==> src/rtl/sbsm_pkg.sv <==
// Package: shared types and constants for the serial bank switch mapper.
package sbsm_pkg;

  localparam int unsigned RegCount  = 5;
  localparam int unsigned AddrWidth = 5;
  localparam int unsigned DataWidth = 32;

  localparam logic [4:0] CtrlReset   = 5'h0C;
  localparam logic [4:0] ChrHiReset  = 5'h01;
  localparam logic [2:0] LastShift   = 3'd4;

  typedef enum logic [2:0] {
    REG_SNROM     = 3'd0,
    REG_SOROM     = 3'd1,
    REG_PRG_512K  = 3'd2,
    REG_RAM_BANKS = 3'd3,
    REG_PRG_FIXED = 3'd4
  } reg_idx_t;

  typedef enum logic [1:0] {
    SEL_CONTROL = 2'd0,
    SEL_CHR0    = 2'd1,
    SEL_CHR1    = 2'd2,
    SEL_PRG     = 2'd3
  } reg_sel_t;

  typedef struct packed {
    logic snrom_board;
    logic sorom_board;
    logic prg_rom_512k;
    logic prg_ram_banked;
    logic prg_fixed;
  } board_cfg_t;

  typedef struct packed {
    logic [15:0] address;
    logic [7:0]  write_data;
  } sbsm_req_t;

  typedef struct packed {
    logic       ram_write;
    logic [4:0] prg_bank_low;
    logic [4:0] prg_bank_high;
    logic [4:0] chr_bank_low;
    logic [4:0] chr_bank_high;
    logic [1:0] ram_bank;
    logic [1:0] mirroring;
    logic       ram_enabled;
  } sbsm_res_t;

endpackage

==> src/rtl/serial_bank_switch_mapper_unit.sv <==
// Top level: serial bank switch mapper with request and result registers.
//
// Usage:
//   in_valid/in_stall/in_req carry one CPU write per request (address, data).
//   out_valid/out_stall/out_res return one mapping result per request, in
//   order: RAM write strobe, PRG/CHR/RAM banks, mirroring and RAM enable.
//   psel/penable/pwrite/paddr/pwdata/prdata/pready set the board options;
//   write them only while no request is in flight.
// Path: a request is held in the request register, then enters the result
//   register after the shift/decode logic.
// Throughput: one request per cycle while out_stall is low; each request
//   does its serial shifter update in combinational logic.
// Reset: rst_n low clears both pipeline valid flags, the shifter and the bank
//   registers (control 0x0C, CHR high slot 1) and all board options.
// Stall: with out_stall high the result holds; the request register keeps
//   accepting while the result register is free or being drained, and
//   in_stall rises only when both stages are full.
module serial_bank_switch_mapper_unit (
  input  logic                              clk,
  input  logic                              rst_n,
  input  logic                              in_valid,
  output logic                              in_stall,
  input  sbsm_pkg::sbsm_req_t               in_req,
  output logic                              out_valid,
  input  logic                              out_stall,
  output sbsm_pkg::sbsm_res_t               out_res,
  input  logic                              psel,
  input  logic                              penable,
  input  logic                              pwrite,
  input  logic [sbsm_pkg::AddrWidth-1:0]    paddr,
  input  logic [sbsm_pkg::DataWidth-1:0]    pwdata,
  output logic [sbsm_pkg::DataWidth-1:0]    prdata,
  output logic                              pready
);
  import sbsm_pkg::*;

  board_cfg_t cfg;

  sbsm_cfg_regs u_cfg (
    .clk       (clk),
    .rst_n     (rst_n),
    .psel      (psel),
    .penable   (penable),
    .pwrite    (pwrite),
    .paddr     (paddr),
    .pwdata    (pwdata),
    .prdata    (prdata),
    .pready    (pready),
    .board_cfg (cfg)
  );

  // pipeline control
  logic      req_vld_r;
  sbsm_req_t req_r;
  logic      out_vld_r;
  sbsm_res_t res_r;
  logic      advance;

  assign advance   = req_vld_r && (!out_vld_r || !out_stall);
  assign in_stall  = req_vld_r && !advance;
  assign out_valid = out_vld_r;
  assign out_res   = res_r;

  // mapper state
  logic [4:0] shifter_r, shifter_nxt;
  logic [2:0] count_r, count_nxt;
  logic [4:0] ctrl_r, ctrl_nxt;
  logic [4:0] chr0_r, chr0_nxt;
  logic [4:0] chr1_r, chr1_nxt;
  logic [4:0] prg_r, prg_nxt;
  logic [4:0] chr_lo_r, chr_lo_nxt;
  logic [4:0] chr_hi_r, chr_hi_nxt;
  logic [1:0] ram_bank_r, ram_bank_nxt;

  logic       rom_write, ram_window, update;
  logic [4:0] shift_val, c0, c1, bank, offset, sum, prg_lo, prg_hi;
  logic       ram_on;
  reg_sel_t   sel;
  sbsm_res_t  res_nxt;

  always_comb begin
    rom_write  = req_r.address[15];
    ram_window = (req_r.address[15:13] == 3'b011);
    sel        = reg_sel_t'(req_r.address[14:13]);
    shift_val  = shifter_r | 5'({4'b0, req_r.write_data[0]} << count_r);

    shifter_nxt = shifter_r;
    count_nxt   = count_r;
    ctrl_nxt    = ctrl_r;
    chr0_nxt    = chr0_r;
    chr1_nxt    = chr1_r;
    prg_nxt     = prg_r;
    update      = 1'b0;

    if (rom_write) begin
      if (req_r.write_data[7]) begin
        shifter_nxt = '0;
        count_nxt   = '0;
        ctrl_nxt    = ctrl_r | CtrlReset;
        update      = 1'b1;
      end else if (count_r == LastShift) begin
        shifter_nxt = '0;
        count_nxt   = '0;
        update      = 1'b1;
        case (sel)
          SEL_CONTROL: ctrl_nxt = shift_val;
          SEL_CHR0:    chr0_nxt = shift_val;
          SEL_CHR1:    chr1_nxt = shift_val;
          SEL_PRG:     prg_nxt  = shift_val;
          default:     prg_nxt  = shift_val;
        endcase
      end else begin
        shifter_nxt = shift_val;
        count_nxt   = count_r + 3'd1;
      end
    end

    // CHR / RAM bank latching at an update
    c0 = cfg.snrom_board ? {4'b0, chr0_nxt[0]} : chr0_nxt;
    c1 = cfg.snrom_board ? {4'b0, chr1_nxt[0]} : chr1_nxt;
    chr_lo_nxt   = chr_lo_r;
    chr_hi_nxt   = chr_hi_r;
    ram_bank_nxt = ram_bank_r;
    if (update) begin
      if (!cfg.prg_fixed && cfg.sorom_board && cfg.prg_ram_banked) begin
        ram_bank_nxt = chr0_nxt[3:2];
      end
      if (ctrl_nxt[4]) begin
        chr_lo_nxt = c0;
        chr_hi_nxt = c1;
      end else if (!cfg.snrom_board) begin
        chr_lo_nxt = {c0[4:1], 1'b0};
        chr_hi_nxt = {c0[4:1], 1'b1};
      end
    end

    ram_on = !prg_nxt[4] &&
             !(cfg.snrom_board && !cfg.sorom_board && chr0_nxt[4]);

    bank   = {1'b0, prg_nxt[3:0]};
    offset = (cfg.sorom_board && cfg.prg_rom_512k && chr0_nxt[4]) ? 5'h10 : 5'h00;
    sum    = bank + offset;
    if (cfg.prg_fixed) begin
      prg_lo = 5'd0;
      prg_hi = 5'd1;
    end else begin
      case (ctrl_nxt[3:2])
        2'd2: begin
          prg_lo = offset;
          prg_hi = sum;
        end
        2'd3: begin
          prg_lo = sum;
          prg_hi = offset | 5'h0F;
        end
        default: begin
          prg_lo = {sum[4:1], 1'b0};
          prg_hi = {sum[4:1], 1'b1};
        end
      endcase
    end

    res_nxt.ram_write     = ram_window && ram_on;
    res_nxt.prg_bank_low  = prg_lo;
    res_nxt.prg_bank_high = prg_hi;
    res_nxt.chr_bank_low  = chr_lo_nxt;
    res_nxt.chr_bank_high = chr_hi_nxt;
    res_nxt.ram_bank      = ram_bank_nxt;
    res_nxt.mirroring     = ctrl_nxt[1:0];
    res_nxt.ram_enabled   = ram_on;
  end

  always_ff @(posedge clk) begin
    if (!rst_n) begin
      req_vld_r  <= 1'b0;
      out_vld_r  <= 1'b0;
      shifter_r  <= '0;
      count_r    <= '0;
      ctrl_r     <= CtrlReset;
      chr0_r     <= '0;
      chr1_r     <= '0;
      prg_r      <= '0;
      chr_lo_r   <= '0;
      chr_hi_r   <= ChrHiReset;
      ram_bank_r <= '0;
    end else begin
      if (!in_stall) begin
        req_vld_r <= in_valid;
      end
      if (advance) begin
        out_vld_r  <= 1'b1;
        shifter_r  <= shifter_nxt;
        count_r    <= count_nxt;
        ctrl_r     <= ctrl_nxt;
        chr0_r     <= chr0_nxt;
        chr1_r     <= chr1_nxt;
        prg_r      <= prg_nxt;
        chr_lo_r   <= chr_lo_nxt;
        chr_hi_r   <= chr_hi_nxt;
        ram_bank_r <= ram_bank_nxt;
      end else if (!out_stall) begin
        out_vld_r <= 1'b0;
      end
    end
  end

  always_ff @(posedge clk) begin
    if (in_valid && !in_stall) begin
      req_r <= in_req;
    end
    if (advance) begin
      res_r <= res_nxt;
    end
  end

endmodule

==> src/rtl/sbsm_cfg_regs.sv <==
// Board configuration register file behind the APB-style port.
module sbsm_cfg_regs (
  input  logic                              clk,
  input  logic                              rst_n,
  input  logic                              psel,
  input  logic                              penable,
  input  logic                              pwrite,
  input  logic [sbsm_pkg::AddrWidth-1:0]    paddr,
  input  logic [sbsm_pkg::DataWidth-1:0]    pwdata,
  output logic [sbsm_pkg::DataWidth-1:0]    prdata,
  output logic                              pready,
  output sbsm_pkg::board_cfg_t              board_cfg
);
  import sbsm_pkg::*;

  board_cfg_t cfg_r;
  reg_idx_t   idx;
  logic       wr_en;

  assign idx    = reg_idx_t'(paddr[AddrWidth-1:2]);
  assign wr_en  = psel && penable && pwrite;
  assign pready = 1'b1;
  assign board_cfg = cfg_r;

  always_ff @(posedge clk) begin
    if (!rst_n) begin
      cfg_r <= '0;
    end else if (wr_en) begin
      case (idx)
        REG_SNROM:     cfg_r.snrom_board    <= pwdata[0];
        REG_SOROM:     cfg_r.sorom_board    <= pwdata[0];
        REG_PRG_512K:  cfg_r.prg_rom_512k   <= pwdata[0];
        REG_RAM_BANKS: cfg_r.prg_ram_banked <= pwdata[0];
        REG_PRG_FIXED: cfg_r.prg_fixed      <= pwdata[0];
        default: ;
      endcase
    end
  end

  always_comb begin
    prdata = '0;
    case (idx)
      REG_SNROM:     prdata[0] = cfg_r.snrom_board;
      REG_SOROM:     prdata[0] = cfg_r.sorom_board;
      REG_PRG_512K:  prdata[0] = cfg_r.prg_rom_512k;
      REG_RAM_BANKS: prdata[0] = cfg_r.prg_ram_banked;
      REG_PRG_FIXED: prdata[0] = cfg_r.prg_fixed;
      default:       prdata    = '0;
    endcase
  end

endmodule
==> config.mk <==
export PLATFORM = sky130hd
export DESIGN_NAME = serial_bank_switch_mapper_unit
export DESIGN_NICKNAME = d
export VERILOG_FILES = /design/src/rtl/sbsm_pkg.sv /design/src/rtl/serial_bank_switch_mapper_unit.sv /design/src/rtl/sbsm_cfg_regs.sv
export SDC_FILE = /design/constraint.sdc
export NUM_CORES = 1
export LEC_CHECK = 0
export BUFFER_PORTS_ARGS = -buffer_cell sky130_fd_sc_hd__buf_4
export CORE_ASPECT_RATIO = 1.2
export CORE_MARGIN = 5
export CORE_UTILIZATION = 45
export DETAILED_ROUTE_END_ITERATION = 10
export PLACE_DENSITY_LB_ADDON = 0.15
export SLEW_MARGIN = 5
export SYNTH_ARGS = -nofsm -noshare
export SYNTH_HDL_FRONTEND = slang
export SYNTH_SLANG_ARGS = --single-unit
==> constraint.sdc <==
create_clock -name clk -period 3.6 [get_ports clk]
set_input_delay 0.72 -clock clk [delete_from_list [all_inputs] [get_ports clk]]
set_output_delay 0.72 -clock clk [all_outputs]
set_load 0.01 [all_outputs]
# Word level (Yosys, flattened, before mapping)

Index checks and enable logic that the tools add are counted.
Widths: inputs -> output; s select.

Bits in registers: 97
Input bits: 68
Word-level logic and storage cells: 111

$add $sub $neg: 2
Equality and inequality tests: 12
Shifts and indexed selects: 1
Mux-type cells: 39
Bitwise operators: 1
Reductions and logical operators: 30

Operators with widths:

| kind                | count |
|---|---|
| $mux 5              | 27 |
| $pmux 5 s2          | 2 |
| $logic_and 1x1->1   | 13 |
| $reduce_and 2->1    | 6 |
| $eq 3x2->1 const B  | 3 |
| $eq 2x2->1 const B  | 4 |
| $logic_not 1->1     | 8 |
| $eq 3x3->1 const B  | 2 |
| $mux 3              | 2 |
| $add 4x5->5         | 1 |
| $mux 1              | 5 |
| $or 5x5->5          | 1 |
| $pmux 1 s5          | 1 |
| $shl 1x3->5         | 1 |
| $mux 2              | 2 |
| $add 3x1->3 const B | 1 |
| $eq 3x1->1 const B  | 1 |
| $logic_not 3->1     | 1 |
| $eq 2x1->1 const B  | 1 |
| $logic_not 2->1     | 1 |
| $ne 2x1->1 const B  | 1 |
| $logic_or 1x1->1    | 1 |

# Logic depth before layout (Yosys ltp)

Gate-level depths: netlist of run 1.

Depth in word-level cells: 10
Depth in mapped cells: 8
Mapped depth without buffers: 7

# By module

From an unflattened synthesis of run 1, not the netlist that was laid out.

Cell total of the unflattened synthesis: 347
Area total of the unflattened synthesis: 3682.3 um2

By module, submodules not included:

| module                         | times used | cells each | area each (um2) | sequential area each (um2) |
|---|---|---|---|---|
| serial_bank_switch_mapper_unit | 1          | 285        | 3133.0          | 1741.7 |
| sbsm_cfg_regs                  | 1          | 62         | 549.3           | 100.1 |

# Least setup slack after synthesis of run 1

No wires, ideal clock.

Path kind: input -> register
Start point: in out_stall
End point: reg chr_hi_r[4]
Setup time: 0.078 ns
Arrival time: 2.299 ns
Slack: 1.223 ns
Stages: 6
Buffers on the path: 1
Cells stage by stage: nand2_1 > nand2_1 > inv_1 > clkbuf_1 > o21ai_0 > a41oi_2

Word-level cells in the longest chain between the ends: 3

Ends and longest elaborated chain:

| what                 | line                                  | text |
|---|---|---|
| start, declared      | serial_bank_switch_mapper_unit.sv:25  | `input logic out_stall,` |
| $logic_not 1->1      | --                                    |  |
| $logic_or 1x1->1     | serial_bank_switch_mapper_unit.sv:59  | `assign advance = req_vld_r && (!out_vld_r \|\| !out_stall);` |
| $logic_and 1x1->1    | serial_bank_switch_mapper_unit.sv:59  |  |
| net advance          | serial_bank_switch_mapper_unit.sv:57  | `logic advance;` |
| end signal, assigned | serial_bank_switch_mapper_unit.sv:184 | `chr_hi_r <= ChrHiReset;` |
| end signal, assigned | serial_bank_switch_mapper_unit.sv:199 | `chr_hi_r <= chr_hi_nxt;` |
| end, declared        | serial_bank_switch_mapper_unit.sv:72  | `logic [4:0] chr_hi_r, chr_hi_nxt;` |

The timed path passes the listed nets, and every way through them passes these cells.
A chain may end at the register's enable or synchronous reset.

# Worst setup path after layout of run 1

Start point: reg count_r[0]
End point: reg chr_hi_r[0]

Word-level cells in the longest chain between the ends: 9

Ends and longest elaborated chain:

| what                   | line                                  | text |
|---|---|---|
| start, declared        | serial_bank_switch_mapper_unit.sv:66  | `logic [2:0] count_r, count_nxt;` |
| start signal, assigned | serial_bank_switch_mapper_unit.sv:193 | `count_r <= count_nxt;` |
| $shl 1x3->5            | serial_bank_switch_mapper_unit.sv:85  | `shift_val = shifter_r \| 5'({4'b0, req_r.write_data[0]} << count_r);` |
| $or 5x5->5             | serial_bank_switch_mapper_unit.sv:85  |  |
| $mux 5                 | serial_bank_switch_mapper_unit.sv:105 | `case (sel)` |
| $mux 5                 | serial_bank_switch_mapper_unit.sv:101 | `end else if (count_r == LastShift) begin` |
| $mux 5                 | serial_bank_switch_mapper_unit.sv:96  | `if (req_r.write_data[7]) begin` |
| $mux 5                 | serial_bank_switch_mapper_unit.sv:95  | `if (rom_write) begin` |
| $mux 5                 | serial_bank_switch_mapper_unit.sv:120 | `c1 = cfg.snrom_board ? {4'b0, chr1_nxt[0]} : chr1_nxt;` |
| $mux 5                 | serial_bank_switch_mapper_unit.sv:128 | `if (ctrl_nxt[4]) begin` |
| $mux 5 *               | serial_bank_switch_mapper_unit.sv:124 | `if (update) begin` |

Mark *: on every way between the ends. The rest lies on a longest branch, timed or not.

==> reports/results.tsv, run 1 <==
metric	value	unit
Congestion Overflow GR	0	
Post-CTS Resized	0	
Port Buffer Count	44	
count of endpoints failing hold in the final timing report	0	
Pre-Repair DR Iteration Count	5	
chip width	94.3	um
r2r startpoint	count_r[0]	
sequential fraction of the synthesis area	48.0	%
clk_lat worst skew	350	ps
worst-path fanout max	12	
Commonest cells post-synth	49 x nor2_1, 47 x dfxtp_1, 37 x nand2_1	
critical path class	reg -> reg	
non-filler instance count after layout	566	
Synth Cell Area	3840	um2
DR vias/cell	5.29	
crit-path leading delay family	simple AND/OR/NAND/NOR gates	
compound-gate portion of the synthesized area	15.1	%
Antenna Cells	0	
number of flops mapped to enable cells by yosys	30	
FF+latch count, synth	77	
WHS Path Cells	2	
largest net degree at the start of global routing	28	
number of antenna violations at the first check in global routing	0	
global-route wire length before repair	13.7	mm
critical path arrival	2940	ps
simple-gate share of the synthesized area	20.5	%
worst vdd ir	0.000199	V
crit start category	flip-flop	
post-place setup slack	908	ps
leakage	1.66	nW
RePlAce Congestion	0.841	
crit path launch	count_r[0]	
ys flop type	dfxtp_1	
Root Driver	clkbuf_8	
minimum clock period	2710	ps
via count	2995	
status	completed	
fraction of layout cells with a size suffix above 1	18.5	%
row cnt	37	
DRC	0	
Synth Instances	401	
Placeable Area	8470	um2
Slew headroom	44.0	%
Final Setup Violations	0	
Tightest Pin Transition	835	ps
hold_buf cts	0	
ANT nets after route	0	
r2r endpoint	chr_hi_r[0]	
die height	111	um
Routed WL	8.39	mm
clock sinks	77	
DP Area	4150	um2
post-synthesis xor/xnor area fraction	0.457	%
Setup Fix Bufs, Post-CTS	0	
asr flop ratio synth	0	%
library cells used by synthesis	61	
Area Growth Syn to Fin	12.9	%
setup TNS	0	ps
clock-pin slew on the worst setup and hold paths	80	ps
largest area contributor in the netlist	dfxtp_1	
crit-path cells	inv_1 -> ha_1 -> and4b_1 -> nand4_2 -> o211ai_2 -> nor2_1 -> o32a_1	
final count of pins violating max slew	0	
Initial Util	45.3	%
CTS tree	yes	
Peak Freq	369	MHz
post-synthesis mux area share	6.10	%
Design Area, Final	4330	um2
Post-DP HPWL	6.17	mm
Hold Path Class	reg -> reg	
post-DR wirelength/cell	14.8	um
Synth Warn #	0	
CP Capture Type	flip-flop	
share of the clock period used by the worst path	75.2	%
Buf/Inv on CP	1	
Worst path slowest cell	and4b_1	
Power Dens Cells	381	nW/um2
I/O Pins	129	
most numerous cell in the Yosys netlist	nor2_1	
fraction of the mapped netlist area in adder cells	0.652	%
Synth area leaders	dfxtp_1 25%, edfxtp_1 23%, buf_4 6.8%, mux2i_1 5.2%, nor2_1 4.8%	
WP data required	3830	ps
HP Start	chr0_r[2]	
die area	10500	um2
vias in the first global route	2827	
final worst slack	892	ps
H-tree Lvls	3	
Inst Count DP	550	
layout net count	514	
Worst path max stage delay	540	ps
Pwr Total	1.65	mW
gr usage total	16.5	%
Mean Syn Cell Area	9.57	um2
Worst Hold End	chr0_r[2]	
Num CTS Buffers	9	
main combinational cell family by area after synthesis	simple AND/OR/NAND/NOR gates	
r2r worst-path depth	7	
CTS Buffer Depth	2	
post-route clock skew	7.81	ps
Synth top area share	24.5	%
Reg2Reg Setup Slack	890	ps
unrepaired setup endpoints after global routing	false	
First DRT Iteration DRCs	210	
Max Cap Violations	0	
## how the worst max path moves through the flow
stage,cells past startpoint,slack (ps),endpoint
floorplan,6,1220,chr_hi_r[4]
global placement,6,940,out_res[15]
detailed placement,6,910,out_res[15]
CTS,7,890,chr_hi_r[0]
global route,8,690,out_res[6]
finish,7,890,chr_hi_r[0]
## final cells by class
type / instances / area (um2)
clock inverters: 6 / 38.8
inverters: 10 / 37.5
fillers: 801 / 4140
multi-input cells: 297 / 1760
well taps: 117 / 146
clock buffers: 10 / 138
flip-flops and latches: 77 / 1840
repair buffers: 49 / 368
## where the power goes
part	total [mW]	switching, mW	internal [mW]
registers	0.936	0.0151	0.921
logic	0.134	0.0876	0.0463
clock network	0.578	0.312	0.266
## worst reg2reg max path, cell delays in order (launching register included)
cell and delay [ps]:
dfxtp_1 400, inv_1 140, ha_1 340, and4b_1 540
nand4_2 290, o211ai_2 450, nor2_1 140, o32a_1 300
## cell families (layout without fill, tap and decap cells)
kind of cell / count (synthesis) / after routing
AO/OA/AOI/OAI: 89 / 89
XOR/XNOR: 2 / 2
adder cells (fa/ha/maj): 2 / 2
buffers and inverters: 57 / 75
flip-flops: 77 / 77
multiplexers: 23 / 23
other: 2 / 32
AND/OR/NAND/NOR: 149 / 149
## per-layer routing
layer / vias to the layer above / GRT usage (%) / wire length [um]
met2: 99 / 26.5 / 3940
li1: 1470 / - / -
met1: 1412 / 21.6 / 3820
met4: 0 / 7.32 / 185
met3: 14 / 2.78 / 451
met5: - / 0 / 0
## per-stage QoR
step                hold WS [ps]  utilization [%]
detailed placement           451             49.0
global route                 491             51.1
floorplan                    436                -
finish                       463             51.1
global placement             442             49.0
CTS                          464             51.1
## placed cells by master, fill, tap and decap left out, types with 5 or more instances in the layout
master    instances
nand3_1           6
a21oi_1          28
clkbuf_8         10
dfxtp_1          47
buf_4            49
conb_1           32
nor2_1           49
edfxtp_1         30
a211oi_1         11
o21ai_0          21
or2_2             5
nor2b_1           5
inv_1             9
nor4_1            7
nand2_1          37
mux2i_1          20
## registers in the layout, indices dropped and copies added, names as in the netlist, 3 cells and up
signal / count
chr_hi_r: 5
chr1_r: 5
out_res: 25
ctrl_r: 5
chr_lo_r: 5
chr0_r: 5
prg_r: 5
count_r: 3
u_cfg.board_cfg: 5
shifter_r: 5
req_r: 5
(Power assumes the default switching activity.)
==> inputs of run 2 (changes only) <==
--- a/config.mk
+++ b/config.mk
@@ -5,6 +5,7 @@
 export SDC_FILE = /design/constraint.sdc
 export NUM_CORES = 1
 export LEC_CHECK = 0
+export ABC_AREA = 1
 export BUFFER_PORTS_ARGS = -buffer_cell sky130_fd_sc_hd__buf_4
 export CORE_ASPECT_RATIO = 1.2
 export CORE_MARGIN = 5
==> constraint.sdc (replaced) <==
create_clock -name clk -period 2.8 [get_ports clk]
set_input_delay 0.56 -clock clk [delete_from_list [all_inputs] [get_ports clk]]
set_output_delay 0.56 -clock clk [all_outputs]
set_load 0.01 [all_outputs]
==> run 2 against run 1 <==
Critical path depth increased by 3. Sequential cell count unchanged. Final cell count increased by 16%. Fmax increased by 35%. Setup slack got worse by 92 ps. Count of clock-buffer cells in the layout unchanged. Critical endpoint is now out_res[5]. Highest routed layer unchanged.
==> reports/results.tsv, run 2 <==
metric	value	unit	change
status	completed		unchanged
post-DR wirelength/cell	11.9	um	was 14.8 um
Area Growth Syn to Fin	14.4	%	was 12.9%
Port Buffer Count	44		unchanged
via count	3046		was 2995
number of antenna violations at the first check in global routing	0		unchanged
Routed WL	7.84	mm	was 8.39 mm
final worst slack	799	ps	was 892 ps
post-place setup slack	802	ps	was 908 ps
critical path arrival	2110	ps	was 2940 ps
non-filler instance count after layout	657		was 566
leakage	2.06	nW	was 1.66 nW
Peak Freq	500	MHz	was 369 MHz
library cells used by synthesis	34		was 61
CTS tree	yes		unchanged
Inst Count DP	641		was 550
most common cell after layout, fill and taps aside	nand2_1		
CTS Buffer Depth	2		unchanged
Hold Path Class	in -> reg		was reg -> reg
FF+latch count, synth	77		unchanged
die area	10500	um2	about the same
unrepaired setup endpoints after global routing	false		unchanged
Post-DP HPWL	5.64	mm	was 6.17 mm
setup TNS	0	ps	unchanged
most frequent cells in the layout	89 x nand2_1, 76 x nor2_1, 70 x inv_1		was 49 x nor2_1, 49 x buf_4, 47 x dfxtp_1
Fill cells	846		was 801
largest net degree at the start of global routing	70		was 28
Pre-Repair DR Iteration Count	4		was 5
Final Setup Violations	0		unchanged
Synth area leaders	dfxtp_1 24%, edfxtp_1 23%, nand2_1 8.7%, nor2_1 7.4%, buf_4 6.8%		was dfxtp_1 25%, edfxtp_1 23%, buf_4 6.8%, mux2i_1 5.2%, nor2_1 4.8%
largest area contributor in the netlist	dfxtp_1		unchanged
row cnt	37		unchanged
final count of pins violating max slew	0		unchanged
fraction of power spent switching nets	24.7	%	was 25.2%
die height	111	um	about the same
Synth top area share	24.5	%	about the same
crit start category	flip-flop		unchanged
Synth Instances	490		was 401
Post-CTS Resized	0		unchanged
DR vias/cell	4.64		was 5.29
worst-path fanout max	10		was 12
Num CTS Buffers	9		unchanged
share of the clock period used by the worst path	71.4	%	was 75.2%
asr flop ratio synth	0	%	unchanged
Final Util	51.9	%	was 51.1%
Initial Util	45.4	%	was 45.3%
vias in the first global route	2909		was 2827
P_sw	630	uW	was 415 uW
fraction of layout cells with a size suffix above 1	15.0	%	was 18.5%
First DRT Iteration DRCs	134		was 210
Placeable Area	8470	um2	unchanged
H-tree Lvls	3		unchanged
most numerous cell in the Yosys netlist	nand2_1		was nor2_1
chip width	94.4	um	was 94.3 um
Antenna Cells	0		unchanged
Clock Power Share	39.3	%	was 35.1%
number of flops mapped to enable cells by yosys	30		unchanged
minimum clock period	2000	ps	was 2710 ps
DRC	0		unchanged
Congestion Overflow GR	0		unchanged
sequential fraction of the synthesis area	47.9	%	was 48.0%
clk_lat worst skew	350	ps	about the same
Commonest cells post-synth	89 x nand2_1, 76 x nor2_1, 70 x inv_1		was 49 x nor2_1, 47 x dfxtp_1, 37 x nand2_1
Root Driver	clkbuf_8		unchanged
ANT nets after route	0		unchanged
Setup Fix Bufs, Post-CTS	0		unchanged
critical path class	reg -> reg		unchanged
gr usage total	15.5	%	was 16.5%
Power Dens Cells	581	nW/um2	was 381 nW/um2
worst vdd ir	0.000203	V	was 0.000199 V
sequential fraction of design power	49.2	%	was 56.8%
Mean Syn Cell Area	7.85	um2	was 9.57 um2
WP data required	2910	ps	was 3830 ps
CP Capture Type	flip-flop		unchanged
Max Cap Violations	0		unchanged
Pwr Total	2.56	mW	was 1.65 mW
Int Pwr	1.93	mW	was 1.23 mW
Slew headroom	51.3	%	was 44.0%
count of endpoints failing hold in the final timing report	0		unchanged
clock sinks	77		unchanged
Tightest Pin Transition	730	ps	was 835 ps
ys flop type	dfxtp_1		unchanged
layout net count	605		was 514
Largest register FFs	25		unchanged
I/O Pins	129		unchanged
RePlAce Congestion	0.806		was 0.841
Synth Cell Area	3840	um2	about the same
post-route clock skew	9.63	ps	was 7.81 ps
Comb pwr share	11.5	%	was 8.1%
Synth Warn #	0		unchanged
hold_buf cts	0		unchanged
clock-pin slew on the worst setup and hold paths	80	ps	about the same
global-route wire length before repair	13.0	mm	was 13.7 mm
## run 2: changes by cell type after synthesis, sizes merged, moves of 5 or more
cell    before  now
mux2i       20    0
o21ai       23   37
a41oi        5    0
inv          9   72
nor2        51   83
nor2b        5    0
nand2       38   94
nand3        7   29
a211oi      11    2
nor4         7    2
## run 2: stage by stage
step,hold WS (ps),instance area (um2)
3_3_place_gp,450,4160
4_1_cts,360,4400
3_5_place_dp,455,4160
2_1_floorplan,435,3960
6_report,378,4400
5_1_grt,359,4400
## run 2: cell families after synthesis
family	share of synthesized area, %
simple gates	25.0
buf+inv	14.9
flops	47.9
compound gates	11.2
fa+ha+maj	0.651
other cells	0.195
xor+xnor	0.228
## run 2: metal layers
metal  vias up  track usage (%)  wire length (um)
li1       1577                -                 -
met1      1371             19.3              3450
met2        86             25.0              3790
met3        12             3.60               429
met4         0             7.51               170
met5         -                0                 0
## run 2: power by group through the flow
stage,registers [mW],clock network (mW),logic [mW]
global route,1.27,1.07,0.336
detailed placement,1.28,0,0.294
finish,1.26,1.01,0.293
global placement,1.28,0,0.285
floorplan,1.29,0,0.228
CTS,1.26,1.03,0.296
## run 2: final cells by class
cell class                 instances  area, um2  area share (%)
timing repair buffer              47        353            8.02
tap                              117        146            3.33
inverter                          73        274            6.23
clock inverter                     6        111            2.53
multi-input combinational        327       1540            35.1
sequential                        77       1840            41.9
clock buffer                      10        128            2.90
## run 2: worst paths after layout
kind              slack (ps)        from  cells after the start          to
setup reg to reg         800  count_r[0]                     10  out_res[5]
hold / removal           380   in_req[7]                      1    req_r[7]
setup / recovery         800  count_r[0]                     10  out_res[5]
hold reg to reg          470   ctrl_r[2]                      2   ctrl_r[2]
## run 2: critical path: stages, from the launching register on
cell,delay (ps)
dfxtp_1,350
inv_1,110
ha_1,170
nand2_2,70
inv_2,110
nand4_2,200
nand2_2,130
nand2_4,100
o21ai_4,280
nand2_1,110
o21a_1,120
==> inputs of run 3 (changes only) <==
==> constraint.sdc (replaced) <==
create_clock -name clk -period 2.05 [get_ports clk]
set_input_delay 0.41 -clock clk [delete_from_list [all_inputs] [get_ports clk]]
set_output_delay 0.41 -clock clk [all_outputs]
set_load 0.01 [all_outputs]
==> run 3 against run 2 <==
Core utilization fell by 0.44 points. Non-clock buffer count up 6. Count of clock-buffer cells in the layout is 3 higher. Fmax grew 5.9%.
==> reports/results.tsv, run 3 (synthesized netlist as in run 2, its figures left out) <==
metric	value	unit	change
status	completed		unchanged
Buf/Inv on CP	2		unchanged
die area	10500	um2	unchanged
Tightest Pin Transition	555	ps	was 730 ps
CP Capture Type	flip-flop		unchanged
most frequent cells in the layout	88 x nand2_1, 75 x nor2_1, 70 x inv_1		was 89 x nand2_1, 76 x nor2_1, 70 x inv_1
clk_lat worst skew	370	ps	was 350 ps
leakage	2.05	nW	was 2.06 nW
critical path arrival	2000	ps	was 2110 ps
Congestion Overflow GR	0		unchanged
Pre-Repair DR Iteration Count	4		unchanged
Root Driver	clkbuf_8		unchanged
Pwr Total	3.09	mW	was 2.56 mW
Worst path max stage delay	350	ps	about the same
ANT nets after route	0		unchanged
Setup Fix Bufs, Post-CTS	0		unchanged
WP data required	2160	ps	was 2910 ps
H-tree Lvls	3		unchanged
CTS tree	yes		unchanged
hold_buf cts	0		unchanged
Worst path slowest cell	dfxtp_1		unchanged
chip width	94.4	um	unchanged
Comb pwr share	13.2	%	was 11.5%
final count of pins violating max slew	0		unchanged
post-place setup slack	147	ps	was 802 ps
Largest register FFs	25		unchanged
Power Dens Cells	708	nW/um2	was 581 nW/um2
minimum clock period	1890	ps	was 2000 ps
critical path class	reg -> reg		unchanged
Int Pwr	2.26	mW	was 1.93 mW
Clock Power Share	31.1	%	was 39.3%
via count	3012		was 3046
die height	111	um	unchanged
Initial Util	45.4	%	unchanged
post-DR wirelength/cell	11.7	um	was 11.9 um
crit start category	flip-flop		unchanged
number of antenna violations at the first check in global routing	0		unchanged
crit-path leading delay family	simple AND/OR/NAND/NOR gates		unchanged
worst vdd ir	0.000296	V	was 0.000203 V
count of endpoints failing hold in the final timing report	0		unchanged
Max Cap Violations	0		unchanged
Slew headroom	63.0	%	was 51.3%
row cnt	37		unchanged
sequential fraction of design power	55.7	%	was 49.2%
unrepaired setup endpoints after global routing	true		was false
most common cell after layout, fill and taps aside	nand2_1		unchanged
clock sinks	77		unchanged
fraction of layout cells with a size suffix above 1	15.4	%	was 15.0%
vias in the first global route	2798		was 2909
post-route clock skew	13.8	ps	was 9.63 ps
Post-CTS Resized	0		unchanged
Hold Path Class	in -> reg		unchanged
largest net degree at the start of global routing	53		was 70
Final Util	51.5	%	was 51.9%
Antenna Cells	0		unchanged
P_sw	825	uW	was 630 uW
clock-pin slew on the worst setup and hold paths	70	ps	was 80 ps
I/O Pins	129		unchanged
DRC	0		unchanged
Placeable Area	8470	um2	unchanged
crit-path cells	inv_1 -> ha_1 -> nand2_2 -> nor2_1 -> nand3_1 -> nand2_4 -> o21ai_4 -> buf_4 -> nand2_1 -> nand2_1		was inv_1 -> ha_1 -> nand2_2 -> inv_2 -> nand4_2 -> nand2_2 -> nand2_4 -> o21ai_4 -> nand2_1 -> o21a_1
WHS Path Cells	1		unchanged
DR vias/cell	4.54		was 4.64
Port Buffer Count	44		unchanged
layout net count	611		was 605
worst-path fanout max	9		was 10
setup TNS	0	ps	unchanged
CP Depth	10		unchanged
fraction of power spent switching nets	26.7	%	was 24.7%
Final Setup Violations	0		unchanged
Num CTS Buffers	9		unchanged
Fill cells	832		was 846
Post-DP HPWL	5.61	mm	was 5.64 mm
r2r worst-path depth	10		unchanged
Peak Freq	529	MHz	was 500 MHz
RePlAce Congestion	0.843		was 0.806
final worst slack	160	ps	was 799 ps
First DRT Iteration DRCs	134		unchanged
share of the clock period used by the worst path	92.2	%	was 71.4%
CTS Buffer Depth	2		unchanged
global-route wire length before repair	13.1	mm	was 13.0 mm
Area Growth Syn to Fin	13.4	%	was 14.4%
Routed WL	7.73	mm	was 7.84 mm
gr usage total	16.0	%	was 15.5%
most used cell, CP	nand2_1		was nand2_2
-- run 3: cell types whose count changed in the layout (fill, tap and decap cells not counted) --
cell,change
nor2_1,-1
clkbuf_1,+3
clkinv_1,+2
nand2_1,-1
nand2_2,+1
clkinv_4,-1
nor2_2,+1
bufinv_16,-3
buf_4,+6
clkinvlp_4,-1
-- run 3: layer usage --
layer  up-vias  routed length [um]  GRT usage, %
li1       1593                   -             -
met1      1313                3500          20.4
met2        93                3590          24.9
met3        13                 451          3.39
met4         0                 182          8.77
met5         -                   0             0
-- run 3: power groups by stage --
stage                     logic (mW)  clock network (mW)  registers [mW]
after floorplan                0.311                   0            1.76
after CTS                      0.407               0.974            1.72
after global placement         0.399                   0            1.75
after detailed placement       0.406                   0            1.75
final                          0.406               0.960            1.72
after global routing           0.465                1.05            1.73
-- run 3: area by class of cell --
type / count / area (um2) / area share [%]
repair buffers: 53 / 398 / 9.12
multi-input cells: 327 / 1550 / 35.5
clock buffers: 13 / 139 / 3.19
flip-flops and latches: 77 / 1840 / 42.2
clock inverters: 3 / 12.5 / 0.287
well taps: 117 / 146 / 3.36
inverters: 73 / 274 / 6.28
-- run 3: worst reg2reg max path: stages, from the launching register on --
cell and delay [ps]:
dfxtp_1 350, inv_1 130, ha_1 170, nand2_2 70
nor2_1 220, nand3_1 160, nand2_4 150, o21ai_4 80
buf_4 160, nand2_1 70, nand2_1 70
-- run 3: worst paths after layout --
path                  end  slack [ps]          from
max           out_res[12]         160    count_r[0]
min reg2reg  shifter_r[4]         460  shifter_r[4]
min             req_r[21]         220    in_req[21]
max reg2reg   out_res[12]         160    count_r[0]
-- run 3: per-stage QoR --
stage	instances	cell area (um2)	hold slack [ps]
CTS	663	4360	210
floorplan	520	3960	435
global placement	647	4200	449
detailed placement	647	4200	451
global route	663	4360	204
finish	663	4360	222
